===== src/rtl/bsc_pkg.sv =====
// Shared types and constants for the banker safety check block.
package bsc_pkg;

    localparam int MAX_CLIENTS_DEF = 16;
    localparam int NUM_RES_DEF     = 3;
    localparam int RES_W           = 8;   // need, held and avail width
    localparam int WORK_W          = 16;  // saturating work counter width
    localparam int IDX_W           = 4;   // client index and pick field width
    localparam int ACTIVE_W        = 5;
    localparam int CFG_IDX_W       = 2;
    localparam int CFG_DATA_W      = 8;
    localparam int PORT_RES        = 3;   // resources carried on the input ports
    localparam int ROW_W_DEF       = 2 * NUM_RES_DEF * RES_W;

    localparam logic [ACTIVE_W-1:0] ACTIVE_RESET = 5'd16;
    localparam logic [WORK_W-1:0]   WORK_MAX     = 16'hFFFF;

    typedef enum logic [CFG_IDX_W-1:0] {
        CFG_AVAIL_CPU     = 2'd0,
        CFG_AVAIL_MEM     = 2'd1,
        CFG_AVAIL_STORAGE = 2'd2,
        CFG_ACTIVE        = 2'd3
    } t_cfg_idx;

    typedef enum logic [1:0] {
        S_IDLE,
        S_READ,
        S_EVAL,
        S_VERDICT
    } t_state;

endpackage


===== src/rtl/banker_safety_check.sv =====
// Top level of the banker safety check: row loading, scan sequencer, result register.
//
// Input channel (i_in_valid / o_in_ready): one client row per transfer, index,
// need and allocation for three resources. Rows load at one per cycle while
// the block is idle. A row with i_final_row set is stored and starts the check.
// Output channel (o_out_valid / i_out_ready): one result per client picked in
// the safe order, then a verdict (is_verdict=1, end_of_run=1, safe set or not).
// Configuration port: i_cfg_we with i_cfg_index 0..2 writes the available
// units, index 3 the active client count; write only while idle.
// Scan: each examined row takes a memory read, then a compare and update, in
// the row store's single read port. A pass scans from client 0 and ends at
// the first fit, or with an unsafe verdict when no unfinished client fits.
// Receiver stalls lengthen a check. The first pick passes the READ and EVAL
// states after the final row transfer before it enters the output register.
// o_in_ready is low from the final row until the verdict enters the output
// register; a stalled receiver holds the scan at the next pick or verdict.
// Reset clears the available units, sets the active count to 16, and clears the
// sequencer and output valid flag; the row store is not cleared and rows must be written before a check reads them.
module banker_safety_check #(
    parameter int MAX_CLIENTS   = bsc_pkg::MAX_CLIENTS_DEF,
    parameter int NUM_RESOURCES = bsc_pkg::NUM_RES_DEF
) (
    input  logic                         i_clk,
    input  logic                         i_rst_n,
    input  logic                         i_cfg_we,
    input  logic [bsc_pkg::CFG_IDX_W-1:0]  i_cfg_index,
    input  logic [bsc_pkg::CFG_DATA_W-1:0] i_cfg_data,
    input  logic                         i_in_valid,
    output logic                         o_in_ready,
    input  logic [bsc_pkg::IDX_W-1:0]    i_client_index,
    input  logic [bsc_pkg::RES_W-1:0]    i_need_cpu,
    input  logic [bsc_pkg::RES_W-1:0]    i_need_mem,
    input  logic [bsc_pkg::RES_W-1:0]    i_need_storage,
    input  logic [bsc_pkg::RES_W-1:0]    i_held_cpu,
    input  logic [bsc_pkg::RES_W-1:0]    i_held_mem,
    input  logic [bsc_pkg::RES_W-1:0]    i_held_storage,
    input  logic                         i_final_row,
    output logic                         o_out_valid,
    input  logic                         i_out_ready,
    output logic [bsc_pkg::IDX_W-1:0]    o_picked_client,
    output logic                         o_is_verdict,
    output logic                         o_safe,
    output logic                         o_end_of_run
);
    import bsc_pkg::*;

    localparam int CW    = $clog2(MAX_CLIENTS);
    localparam int NW    = $clog2(MAX_CLIENTS + 1);
    localparam int HALF  = NUM_RESOURCES * RES_W;
    localparam int ROW_W = 2 * HALF;

    // configuration
    logic [RES_W-1:0]    r_avail [PORT_RES];
    logic [ACTIVE_W-1:0] r_active;

    always_ff @(posedge i_clk) begin
        if (!i_rst_n) begin
            r_avail[0] <= '0;
            r_avail[1] <= '0;
            r_avail[2] <= '0;
            r_active   <= ACTIVE_RESET;
        end else if (i_cfg_we) begin
            case (i_cfg_index)
                CFG_AVAIL_CPU:     r_avail[0] <= i_cfg_data;
                CFG_AVAIL_MEM:     r_avail[1] <= i_cfg_data;
                CFG_AVAIL_STORAGE: r_avail[2] <= i_cfg_data;
                CFG_ACTIVE:        r_active   <= i_cfg_data[ACTIVE_W-1:0];
                default: ;
            endcase
        end
    end

    // effective client count, clamped to the table depth
    logic [NW-1:0] w_n;
    assign w_n = (int'(r_active) > MAX_CLIENTS) ? NW'(MAX_CLIENTS) : NW'(r_active);

    // sequencer state
    t_state                  r_state, n_state;
    logic [CW-1:0]           r_c;
    logic [NW-1:0]           r_cnt;
    logic [MAX_CLIENTS-1:0]  r_fin;
    logic                    r_safe_pend;
    logic [NUM_RESOURCES-1:0][WORK_W-1:0] r_work;

    logic r_out_valid;
    logic [IDX_W-1:0] r_pick;
    logic r_verd, r_safe, r_end;

    logic w_in_xfer, w_start, w_row_ok, w_slot_free;
    logic w_cand, w_pick_fire, w_verd_fire, w_ram_re;
    logic [NW-1:0] w_c_next, w_cnt_next;

    assign w_in_xfer   = i_in_valid && o_in_ready;
    assign w_start     = w_in_xfer && i_final_row;
    assign w_row_ok    = int'(i_client_index) < MAX_CLIENTS;
    assign w_slot_free = !r_out_valid || i_out_ready;
    assign w_c_next    = NW'(r_c) + NW'(1);
    assign w_cnt_next  = r_cnt + NW'(1);

    // row packing: need in the low half, allocation in the high half
    logic [RES_W-1:0] w_need_in [PORT_RES];
    logic [RES_W-1:0] w_held_in [PORT_RES];
    logic [ROW_W-1:0] w_wrow, w_rrow;

    assign w_need_in[0] = i_need_cpu;
    assign w_need_in[1] = i_need_mem;
    assign w_need_in[2] = i_need_storage;
    assign w_held_in[0] = i_held_cpu;
    assign w_held_in[1] = i_held_mem;
    assign w_held_in[2] = i_held_storage;

    logic [NUM_RESOURCES-1:0]             w_fit;
    logic [NUM_RESOURCES-1:0][WORK_W-1:0] w_work_sat, w_work_init;

    for (genvar r = 0; r < NUM_RESOURCES; r++) begin : g_res
        logic [RES_W-1:0]  w_need, w_held;
        logic [WORK_W:0]   w_sum;

        if (r < PORT_RES) begin : g_port
            assign w_wrow[r*RES_W +: RES_W]        = w_need_in[r];
            assign w_wrow[HALF + r*RES_W +: RES_W] = w_held_in[r];
            assign w_work_init[r]                  = WORK_W'(r_avail[r]);
        end else begin : g_pad
            assign w_wrow[r*RES_W +: RES_W]        = '0;
            assign w_wrow[HALF + r*RES_W +: RES_W] = '0;
            assign w_work_init[r]                  = '0;
        end

        assign w_need        = w_rrow[r*RES_W +: RES_W];
        assign w_held        = w_rrow[HALF + r*RES_W +: RES_W];
        assign w_fit[r]      = WORK_W'(w_need) <= r_work[r];
        assign w_sum         = {1'b0, r_work[r]} + (WORK_W + 1)'(w_held);
        assign w_work_sat[r] = w_sum[WORK_W] ? WORK_MAX : w_sum[WORK_W-1:0];
    end

    bsc_row_ram #(
        .DEPTH (MAX_CLIENTS),
        .WIDTH (ROW_W)
    ) u_row_ram (
        .i_clk   (i_clk),
        .i_we    (w_in_xfer && w_row_ok),
        .i_waddr (CW'(i_client_index)),
        .i_wdata (w_wrow),
        .i_re    (w_ram_re),
        .i_raddr (r_c),
        .o_rdata (w_rrow)
    );

    assign w_cand = !r_fin[r_c] && (&w_fit);

    // next state
    always_comb begin
        n_state = r_state;
        case (r_state)
            S_IDLE: begin
                if (w_start) begin
                    n_state = (w_n == '0) ? S_VERDICT : S_READ;
                end
            end
            S_READ: begin
                n_state = S_EVAL;
            end
            S_EVAL: begin
                if (w_cand) begin
                    if (w_slot_free) begin
                        n_state = (w_cnt_next == w_n) ? S_VERDICT : S_READ;
                    end
                end else begin
                    n_state = (w_c_next == w_n) ? S_VERDICT : S_READ;
                end
            end
            S_VERDICT: begin
                if (w_slot_free) begin
                    n_state = S_IDLE;
                end
            end
            default: n_state = S_IDLE;
        endcase
    end

    // sequencer outputs
    always_comb begin
        o_in_ready  = 1'b0;
        w_ram_re    = 1'b0;
        w_pick_fire = 1'b0;
        w_verd_fire = 1'b0;
        case (r_state)
            S_IDLE:    o_in_ready  = 1'b1;
            S_READ:    w_ram_re    = 1'b1;
            S_EVAL:    w_pick_fire = w_cand && w_slot_free;
            S_VERDICT: w_verd_fire = w_slot_free;
            default: ;
        endcase
    end

    always_ff @(posedge i_clk) begin
        if (!i_rst_n) begin
            r_state     <= S_IDLE;
            r_c         <= '0;
            r_cnt       <= '0;
            r_fin       <= '0;
            r_safe_pend <= 1'b0;
            r_work      <= '0;
        end else begin
            r_state <= n_state;
            if (w_start) begin
                r_c         <= '0;
                r_cnt       <= '0;
                r_fin       <= '0;
                r_safe_pend <= 1'b1;
                r_work      <= w_work_init;
            end else if (w_pick_fire) begin
                r_c        <= '0;
                r_cnt      <= w_cnt_next;
                r_fin[r_c] <= 1'b1;
                r_work     <= w_work_sat;
            end else if (r_state == S_EVAL && !w_cand) begin
                // no fit here: move on, or the pass ends unsafe
                r_c <= w_c_next[CW-1:0];
                if (w_c_next == w_n) begin
                    r_safe_pend <= 1'b0;
                end
            end
        end
    end

    // result register
    always_ff @(posedge i_clk) begin
        if (!i_rst_n) begin
            r_out_valid <= 1'b0;
        end else if (w_pick_fire || w_verd_fire) begin
            r_out_valid <= 1'b1;
        end else if (i_out_ready) begin
            r_out_valid <= 1'b0;
        end
    end

    always_ff @(posedge i_clk) begin
        if (w_pick_fire) begin
            r_pick <= IDX_W'(r_c);
            r_verd <= 1'b0;
            r_safe <= 1'b0;
            r_end  <= 1'b0;
        end else if (w_verd_fire) begin
            r_pick <= '0;
            r_verd <= 1'b1;
            r_safe <= r_safe_pend;
            r_end  <= 1'b1;
        end
    end

    assign o_out_valid     = r_out_valid;
    assign o_picked_client = r_pick;
    assign o_is_verdict    = r_verd;
    assign o_safe          = r_safe;
    assign o_end_of_run    = r_end;

`ifndef SYNTHESIS
    a_verdict_to_idle: assert property (@(posedge i_clk) disable iff (!i_rst_n)
        w_verd_fire |=> o_in_ready)
        else $error("sequencer did not return to idle after the verdict");

    a_cnt_bound: assert property (@(posedge i_clk) disable iff (!i_rst_n)
        (r_state != S_IDLE) |-> (r_cnt <= w_n))
        else $error("pick count passed the active client count");

    a_fin_matches_cnt: assert property (@(posedge i_clk) disable iff (!i_rst_n)
        (r_state != S_IDLE) |-> ($countones(r_fin) == int'(r_cnt)))
        else $error("finished mask disagrees with pick count");

    a_pick_marks_fin: assert property (@(posedge i_clk) disable iff (!i_rst_n)
        w_pick_fire |=> r_fin[$past(r_c)])
        else $error("picked client not marked finished");
`endif

endmodule


===== src/rtl/bsc_row_ram.sv =====
// Client row store: one write port, one registered read port.
module bsc_row_ram #(
    parameter int DEPTH = bsc_pkg::MAX_CLIENTS_DEF,
    parameter int WIDTH = bsc_pkg::ROW_W_DEF
) (
    input  logic                     i_clk,
    input  logic                     i_we,
    input  logic [$clog2(DEPTH)-1:0] i_waddr,
    input  logic [WIDTH-1:0]         i_wdata,
    input  logic                     i_re,
    input  logic [$clog2(DEPTH)-1:0] i_raddr,
    output logic [WIDTH-1:0]         o_rdata
);
    import bsc_pkg::*;

    logic [WIDTH-1:0] r_mem [DEPTH];
    logic [WIDTH-1:0] r_rdata;

    always_ff @(posedge i_clk) begin
        if (i_we) begin
            r_mem[i_waddr] <= i_wdata;
        end
    end

    // read data holds until the next read
    always_ff @(posedge i_clk) begin
        if (i_re) begin
            r_rdata <= r_mem[i_raddr];
        end
    end

    assign o_rdata = r_rdata;

endmodule

===== config.mk =====
export PLATFORM = sky130hd
export DESIGN_NAME = banker_safety_check
export DESIGN_NICKNAME = d
export VERILOG_FILES = /design/src/rtl/bsc_pkg.sv /design/src/rtl/banker_safety_check.sv /design/src/rtl/bsc_row_ram.sv
export SDC_FILE = /design/constraint.sdc
export NUM_CORES = 1
export LEC_CHECK = 0
export BUFFER_PORTS_ARGS = -buffer_cell sky130_fd_sc_hd__buf_2
export CORE_ASPECT_RATIO = 1.25
export CORE_MARGIN = 2
export CORE_UTILIZATION = 30
export DETAILED_ROUTE_END_ITERATION = 7
export PLACE_DENSITY_LB_ADDON = 0.3
export SYNTH_ARGS = -nofsm -noshare
export SYNTH_HDL_FRONTEND = slang
export SYNTH_SLANG_ARGS = --single-unit

===== constraint.sdc =====
create_clock -name i_clk -period 8.3 [get_ports i_clk]
set_clock_uncertainty 0.1 [all_clocks]
set_input_delay 0.415 -clock i_clk [delete_from_list [all_inputs] [get_ports i_clk]]
set_output_delay 0.415 -clock i_clk [all_outputs]
set_load 0.01 [all_outputs]

==> metrics.txt, run 1 <==
most common cell in the netlist=edfxtp_1; Final period util=55.3%; CTS Buf Count=88; Placeable Area=122000 um2; global-route wire length before repair=134000 um; Worst setup SP type=flip-flop; Crit path buffers/inverters=1; first-pass iteration count of the detailed router=5; Netlist cell types=64; worst slew pin tran=1.29 ns; Buffers on Ports=76; HPWL after DPL=51800 um; Yosys top cell area share=68.6%; Period minus WS final=4.59 ns; status=completed; Largest delay share family, worst path=simple AND/OR/NAND/NOR gates; number of remaining DRC errors=0; Post-CTS Resized=0; routed wire length=90700 um; Area growth syn-to-layout=16.3%; number of routed nets with antenna violations=0; die area=126000 um2; Vias/cell=5.08; Final Wtd Congestion=0.855; setup TNS=0 ns; vias in the first global route=19800; top cells by count, synth=edfxtp_1 (844), mux4_2 (245), dfxtp_1 (84), nor2_1 (71), clkbuf_1 (66); CP most frequent cell=mux4_2; Initial DRC Count=1466; Die Wd=318 um; Post-synth ARST share=0%; number of flops mapped to enable cells by yosys=844; fill cell count=11200; root buffer cell=clkbuf_16; setup violators final=0; worst hold path class=input port to flip-flop; Layout Nets=2180; synth top area cells=edfxtp_1 (69%), mux4_2 (15%), dfxtp_1 (4.6%); Primary FF master, synth=edfxtp_1; Clk Latency, worst-skew pair=0.68 ns; Syn Area/Cell=19.5 um2; initial antenna violation count=9; Fin. Hold Viols=0; Pwr Density=229 nW/um2; Die Span Y=396 um; Slowest cell on crit path=or4_1; Clk pin slew, worst setup/hold paths=0.06 ns; critical path class=flip-flop to flip-flop; CP Cell Sequence=buf_12, mux4_2, mux4_2, a21oi_4, nand2_2, or4_1, o21ai_0; Initial Util=30.3%; final core utilization=35.2%; crit path DAT=5.08 ns; row cnt=143; vias=18900; Slew Viols, Final=0; grt total ovfl=0; Net Count, Synth=2016; register area share after synthesis=73.2%; worst rel slew slack=12.9%; Required @ worst endpoint=8.79 ns; Yosys top cell by area=edfxtp_1; Fmax achieved=0.218 GHz; Routed wire per std cell=24.3 um; Yosys Warn Count=0; Synth Instances=1892; Setup Fix Bufs, Post-CTS=0; VDD IR max=142 uV; total track usage=14.4%; RSZ-0062 raised after global routing=false; htree depth=3; CP max FO=109; crit-path max cell delay=0.77 ns; share of layout cells above drive strength 1=24.6%; register bit count reported by yosys=928; P_leak=13.4 nW; CTS tree=built; Synth Cell Area=36900 um2; total of max-cap violations=0; Ports=77; Crit. End Element=flip-flop; largest net degree at the start of global routing=110; Clock Path Buffers=3; # clock sinks=928
## sequential cells by signal, summed over array words and instances, names as in the netlist
signal / cells
u_row_ram.r_mem: 768
r_work: 48
u_row_ram.o_rdata: 48
r_avail: 24
r_fin: 16
r_active: 5
r_cnt: 5
o_picked_client: 4
r_c: 4
r_state: 2
o_end_of_run: 1
o_out_valid: 1
o_safe: 1
r_safe_pend: 1
## cells by family after synthesis
family,synth area share [%]
AND/OR/NAND/NOR,3.91
AO/OA/AOI/OAI,3.60
buffers and inverters,1.51
adder cells (fa/ha/maj),1.96
flip-flops,73.2
XOR/XNOR,0.759
multiplexers,15.1
## placed cells by master, fill, tap and decap left out, types with 37 or more instances in the layout
| master | synthesis | layout |
|---|---|---|
| edfxtp_1 | 844 | 844 |
| mux4_2 | 245 | 245 |
| ha_1 | 53 | 53 |
| nand2_1 | 44 | 44 |
| buf_4 | 2 | 38 |
| nor2_1 | 71 | 58 |
| nand3_1 | 64 | 64 |
| o21ai_0 | 37 | 37 |
| dfxtp_1 | 84 | 81 |
| inv_1 | 41 | 41 |
| clkbuf_16 | 0 | 91 |
| dlygate4sd3_1 | 0 | 53 |
| buf_2 | 8 | 76 |
## tightest hold or removal path, cell delays in order
cell	delay, ns
buf_2	0.08
nand2b_1	0.19
a21oi_1	0.09
## stage by stage
stage	cells	hold slack (ns)	total power [mW]	setup WS [ns]	cell area, um2
after floorplan	1892	0.332	5.53	3.15	36900
after global placement	3507	0.341	5.70	3.70	39400
after detailed placement	3507	0.358	5.72	3.64	39400
after CTS	3724	0.0140	9.96	3.65	42900
after global routing	3726	0.0812	10.2	3.36	42900
final	3726	0.0549	9.86	3.71	42900
## final cells by class
cell class | count | area [um2] | share of cell area [%]
flip-flops and latches | 928 | 27000 | 63.0
multi-input cells | 826 | 9480 | 22.1
clock buffers | 110 | 2380 | 5.54
well taps | 1595 | 2000 | 4.65
repair buffers | 169 | 1230 | 2.86
clock inverters | 54 | 658 | 1.53
inverters | 43 | 164 | 0.382
diodes | 1 | 2.50 | 0.00583
## layer usage
metal / global-route usage, % / vias up / wire length (um)
met5: 0 / - / 84
met4: 5.65 / 12 / 2850
met3: 2.32 / 146 / 4170
met2: 24.6 / 537 / 45900
met1: 18.3 / 10100 / 37700
li1: - / 8173 / -
## report_power, final
| part | switching (mW) | internal (mW) |
|---|---|---|
| logic | 0.260 | 0.159 |
| clock network | 1.77 | 2.45 |
| registers | 0.0363 | 5.18 |
## repair_timing
action,in CTS,in global routing
hold endpoints to repair,763,0
setup endpoints to repair,0,0
hold buffers,53,0
## worst paths after layout
check	cells after the start	end	start	slack [ns]
hold reg to reg	2	r_fin[2]	r_fin[2]	0.37
setup reg to reg	7	r_work[43]	r_c[0]	3.71
setup / recovery	7	r_work[43]	r_c[0]	3.71
hold / removal	3	o_out_valid	i_out_ready	0.05
Power figures use the tool's default switching activity.
==> inputs of run 2 (changes only) <==
- clock period: 8.3 -> 4.6 ns (I/O delays scaled with it)
==> run 2 against run 1 <==
Effect of this change:
- non-clock buffer count grew 29
- worst hold slack gained 0.019 ns
- flip-flop and latch count is the same
- wire length grew 0.27%
- power grew 80%
- largest cell class unchanged
- worst setup slack lost 2.9 ns
- utilization grew 0.40 points
- combinational power grew 84%
- sequential power grew 81%
==> metrics.txt, run 2 (synthesis results as in run 1) <==
Vias/cell=5.04 (-0.80%); Placeable Area=122000 um2 (unchanged); number of remaining DRC errors=0 (unchanged); Tot Pwr=17.8 mW (+80%); R2R setup slack=0.81 ns (-2.90 ns); final core utilization=35.6% (+0.40 points); setup violators final=0 (unchanged); Routed wire per std cell=24.2 um (-0.69%); Multi-input gate area=9510 um2 (+0.26%); crit path DAT=4.24 ns (-0.84 ns); Post-CTS Resized=0 (unchanged); worst slew pin tran=1.24 ns (-0.0558 ns); number of routed nets with antenna violations=0 (unchanged); commonest non-fill, non-tap cell in the layout=edfxtp_1; flip-flop count of the largest register after layout=768 (unchanged); Clk pin slew, worst setup/hold paths=0.07 ns (about the same); Fin. Hold Viols=0 (unchanged); CP Cell Sequence=inv_1, ha_1, nor2b_1, o211a_1, a2111oi_0, buf_4, o221a_2, nand2_2, buf_4, nor4_1, nor3_1; row cnt=143 (unchanged); vias in the first global route=20000 (+0.79%); Biggest register=u_row_ram.r_mem; Clock Path Buffers=3 (unchanged); first-pass iteration count of the detailed router=5 (unchanged); Buffers on Ports=76 (unchanged); routed wire length=91000 um (+0.27%); crit-path max cell delay=0.70 ns (-0.07 ns); htree depth=3 (unchanged); Layout Nets=2212 (+1.5%); total of max-cap violations=0 (unchanged); Die Wd=318 um (unchanged); Fmax achieved=0.264 GHz (+21%); Sequential Area=27000 um2 (unchanged); root buffer cell=clkbuf_16; RSZ-0062 raised after global routing=false; largest net degree at the start of global routing=121 (+10%); Ports=77 (unchanged); Final Wtd Congestion=0.797 (-6.7%); Crit. End Element=flip-flop; share of layout cells above drive strength 1=24.9% (+0.25 points); Area growth syn-to-layout=17.6%; Die Span Y=396 um (unchanged); Pwr Density=409 nW/um2 (+78%); Slew Viols, Final=0 (unchanged); fill cell count=11100 (-0.58%); Initial DRC Count=1542 (+5.2%); Clk Latency, worst-skew pair=0.68 ns (about the same); vias=19000 (+0.16%); grt total ovfl=0 (unchanged); VDD IR max=258 uV (+82%); Hold Buf Count CTS=69 (+30%); Slowest cell on crit path=a2111oi_0; worst hold path class=input port to flip-flop; Worst setup SP type=flip-flop; P_leak=13.5 nW (+1.2%); worst rel slew slack=16.9% (+4.0 points); Largest delay share family, worst path=compound AO/OA/AOI/OAI gates; Initial Util=30.3% (unchanged); CTS tree=built; final hold slack=0.0744 ns (+0.0194 ns); global-route wire length before repair=135000 um (+0.59%); status=completed; CTS Buf Count=91 (+3.4%); Period minus WS final=3.79 ns (-0.803 ns); CP most frequent cell=buf_4; setup TNS=0 ns (unchanged); critical path class=flip-flop to flip-flop; initial antenna violation count=10 (+1); HPWL after DPL=53000 um (+2.4%); Required @ worst endpoint=5.06 ns (-3.73 ns); # clock sinks=928 (unchanged); commonest cells after routing, fill and taps aside=edfxtp_1 (844), mux4_2 (245), clkbuf_16 (93); Setup Fix Bufs, Post-CTS=0 (unchanged); total track usage=14.4% (+0.050 points); CP max FO=30 (-72%); die area=126000 um2 (unchanged); Final period util=82.3% (+27 points); Crit path buffers/inverters=3 (+2)
run 2: metrics by stage:
step | instances | setup slack, ns | instance area [um2]
after CTS | 3760 | 0.795 | 43400
after global placement | 3521 | 0.854 | 39700
final | 3762 | 0.814 | 43400
after detailed placement | 3521 | 0.788 | 39700
after floorplan | 1892 | 0.733 | 37000
after global routing | 3761 | 0.584 | 43400
run 2: final cells by class:
type / count / area share (%)
Sequential cell: 928 / 62.3
Multi-Input combinational cell: 826 / 21.9
Clock buffer: 106 / 5.47
Tap cell: 1595 / 4.60
Timing Repair Buffer: 198 / 3.84
Clock inverter: 64 / 1.56
Inverter: 43 / 0.377
Antenna cell: 2 / 0.0115
run 2: report_power, final:
group | leakage [nW] | switching [mW] | internal, mW
clock | 1.47 | 3.25 | 4.35
combinational | 3.75 | 0.467 | 0.302
sequential | 8.33 | 0.0691 | 9.34
total | 13.5 | 3.78 | 14.0
run 2: routing by layer:
layer	share of wire (%)	global-route usage [%]
met1	42	18.5
met2	51	25.2
met3	4.4	2.27
met4	2.1	4.25
met5	0.11	0
run 2: worst paths after layout:
| path | startpoint | end | depth (start not counted) |
|---|---|---|---|
| hold / removal | i_rst_n | r_state[1] | 3 |
| setup / recovery | r_work[33] | r_work[31] | 11 |
| setup reg to reg | r_work[33] | r_work[31] | 11 |
| hold reg to reg | r_fin[9] | r_fin[9] | 2 |
run 2: worst reg2reg max path, delay by kind of cell (launching register included):
family          cells  cell delay, ns
compound gates      3            1.17
flops               1            0.42
fa+ha+maj           1            0.31
simple gates        4            0.93
buf+inv             3            0.72
==> inputs of run 3 (changes only) <==
- clock period: 4.6 -> 3.8 ns (I/O delays scaled with it)
==> run 3 against run 2 <==
Effect of this change:
- flip-flop and latch count unchanged
- largest power group unchanged
- wire length decreased by 0.45%
- fmax increased by 12%
- final area increased by 0.45%
- worst hold slack got worse by 0.033 ns
- critical path type unchanged
- sequential share of layout area decreased by 0.28 points
- first-iteration DRC count increased by 4.6%
- critical path depth unchanged
- via count decreased by 0.31%
- clock power increased by 18%
- largest cell class unchanged
- highest routed layer unchanged
- combinational power increased by 23%
==> metrics.txt, run 3 (synthesis results as in run 1) <==
number of remaining DRC errors=0 (unchanged); vias=18900 (-0.31%); CTS tree=built; R2R setup slack=0.42 ns (-0.39 ns); final core utilization=35.8% (+0.16 points); setup TNS=0 ns (unchanged); initial antenna violation count=12 (+2); routed length on met3=4100 um (+2.6%); CP Cell Sequence=inv_1, ha_1, a211oi_1, o21bai_1, a2111oi_1, buf_4, o221ai_1, nor2_4, buf_12, a31oi_1, a311oi_1; Final period util=88.8% (+6.5 points); Largest delay share family, worst path=compound AO/OA/AOI/OAI gates; Ports=77 (unchanged); routed wire length=90600 um (-0.45%); Gate power share=4.4% (about the same); min-delay src=i_cfg_we; Pwr Density=488 nW/um2 (+19%); Biggest register=u_row_ram.r_mem; vias in the first global route=19600 (-1.9%); Initial DRC Count=1613 (+4.6%); Crit. End Element=flip-flop; Crit. Startpoint=r_work[37]; Slowest cell on crit path=a2111oi_1; VDD IR max=316 uV (+23%); Clk Latency, worst-skew pair=0.67 ns (about the same); Hold Crit Depth=4 (+1); sequential share of power=53.5% (+0.6 points); flip-flop count of the largest register after layout=768 (unchanged); CTS Buf Count=92 (+1.1%); Reg2Reg Depth=11 (unchanged); Reg-to-Reg Start=r_work[37]; HPWL after DPL=52700 um (-0.67%); Final Wtd Congestion=0.827 (+3.7%); status=completed; worst rel slew slack=13.7% (-3.2 points); root buffer cell=clkbuf_16; DR WL met2=45300 um (-2.4%); Fin. Hold Viols=0 (unchanged); met1 WL=39400 um (+2.1%); commonest non-fill, non-tap cell in the layout=edfxtp_1; Area growth syn-to-layout=18.1%; global-route wire length before repair=134000 um (-0.76%); NetSw=4.47 mW (+18%); total track usage=14.3% (-0.15 points); CP max FO=30 (unchanged); commonest cells after routing, fill and taps aside=edfxtp_1 (844), mux4_2 (245), clkbuf_16 (92); hold endpoint=r_active[1]; first-pass iteration count of the detailed router=5 (unchanged); critical path class=flip-flop to flip-flop; Layout Nets=2219 (+0.32%); Period minus WS final=3.38 ns (-0.410 ns); Int Power=16.8 mW (+20%); Slew Viols, Final=0 (unchanged); Fmax achieved=0.296 GHz (+12%); grt total ovfl=0 (unchanged); largest net degree at the start of global routing=114 (-5.8%); # clock sinks=928 (unchanged); worst slew pin tran=1.28 ns (+0.0438 ns); Clk pin slew, worst setup/hold paths=0.06 ns (about the same); share of layout cells above drive strength 1=24.8% (-0.14 points); Routed wire per std cell=24.1 um (-0.51%); crit path DAT=3.81 ns (-0.43 ns); Clock Path Buffers=3 (unchanged); Sw Share=21.0% (-0.25 points); number of routed nets with antenna violations=0 (unchanged); die area=126000 um2 (unchanged); RSZ-0062 raised after global routing=false; Required @ worst endpoint=4.23 ns (-0.83 ns); P_leak=13.6 nW (+0.42%); clock share of power=42.0% (-0.7 points); Tot Pwr=21.3 mW (+20%); Initial Util=30.3% (unchanged); setup violators final=0 (unchanged); Vias/cell=5.02 (-0.36%); htree depth=3 (unchanged); Reg-to-Reg End=r_work[28]; Placeable Area=122000 um2 (unchanged); Worst setup SP type=flip-flop; Buffers on Ports=76 (unchanged); Die Span Y=396 um (unchanged); crit-path max cell delay=0.66 ns (-0.04 ns); max layer used=met5; Crit path buffers/inverters=3 (unchanged); total of max-cap violations=0 (unchanged); worst hold path class=input port to flip-flop; Die Wd=318 um (unchanged); row cnt=143 (unchanged)
run 3: stage by stage:
stage | instance area [um2] | setup WS (ns) | instances | hold slack, ns
after global routing | 43600 | 0.0901 | 3761 | 0.0613
after global placement | 40000 | 0.340 | 3533 | 0.331
final | 43600 | 0.424 | 3764 | 0.0410
after detailed placement | 40000 | 0.268 | 3533 | 0.334
after floorplan | 37000 | -0.0667 | 1892 | 0.189
after CTS | 43600 | 0.223 | 3760 | 0.000792
run 3: cell type report:
cell class              count  area [um2]
diodes                      4        10.0
clock buffers             116        2410
clock inverters            48         538
fillers                 11200       78200
inverters                  43         164
multi-input cells         826        9510
flip-flops and latches    928       27000
well taps                1595        2000
repair buffers            204        1960
run 3: per-layer routing:
metal | up-vias | GRT usage (%)
li1 | 8260 | -
met1 | 10000 | 19.1
met2 | 461 | 24.4
met3 | 137 | 2.23
met4 | 14 | 3.34
met5 | - | 0
run 3: power by group through the flow:
stage | clock (mW) | combinational [mW] | sequential, mW
after floorplan | 0 | 0.502 | 11.6
after global placement | 0 | 0.879 | 11.6
after detailed placement | 0 | 0.899 | 11.6
after CTS | 9.18 | 0.962 | 11.4
after global routing | 9.55 | 1.03 | 11.4
final | 8.95 | 0.945 | 11.4
run 3: worst max path at each step:
| stage | end | slack, ns | cells after the start |
|---|---|---|---|
| after CTS | r_work[28] | 0.22 | 11 |
| after detailed placement | r_work[15] | 0.27 | 11 |
| after global routing | r_work[28] | 0.09 | 11 |
| after floorplan | u_row_ram.r_mem[8][0] | -0.07 | 5 |
| after global placement | r_work[15] | 0.34 | 11 |
| final | r_work[28] | 0.42 | 11 |
run 3: tightest hold or removal path, stage by stage:
cell and delay (ns):
buf_2 0.12, nand3_1 0.24, mux2i_1 0.12, nor2_1 0.07
run 3: repair_timing:
item                                   in CTS  in global routing
hold buffers                               63                  0
endpoints found under the hold margin     811                  0
gates resized for setup                     0                  1
setup endpoints to repair                   0                  4
buffers inserted                            0                  0
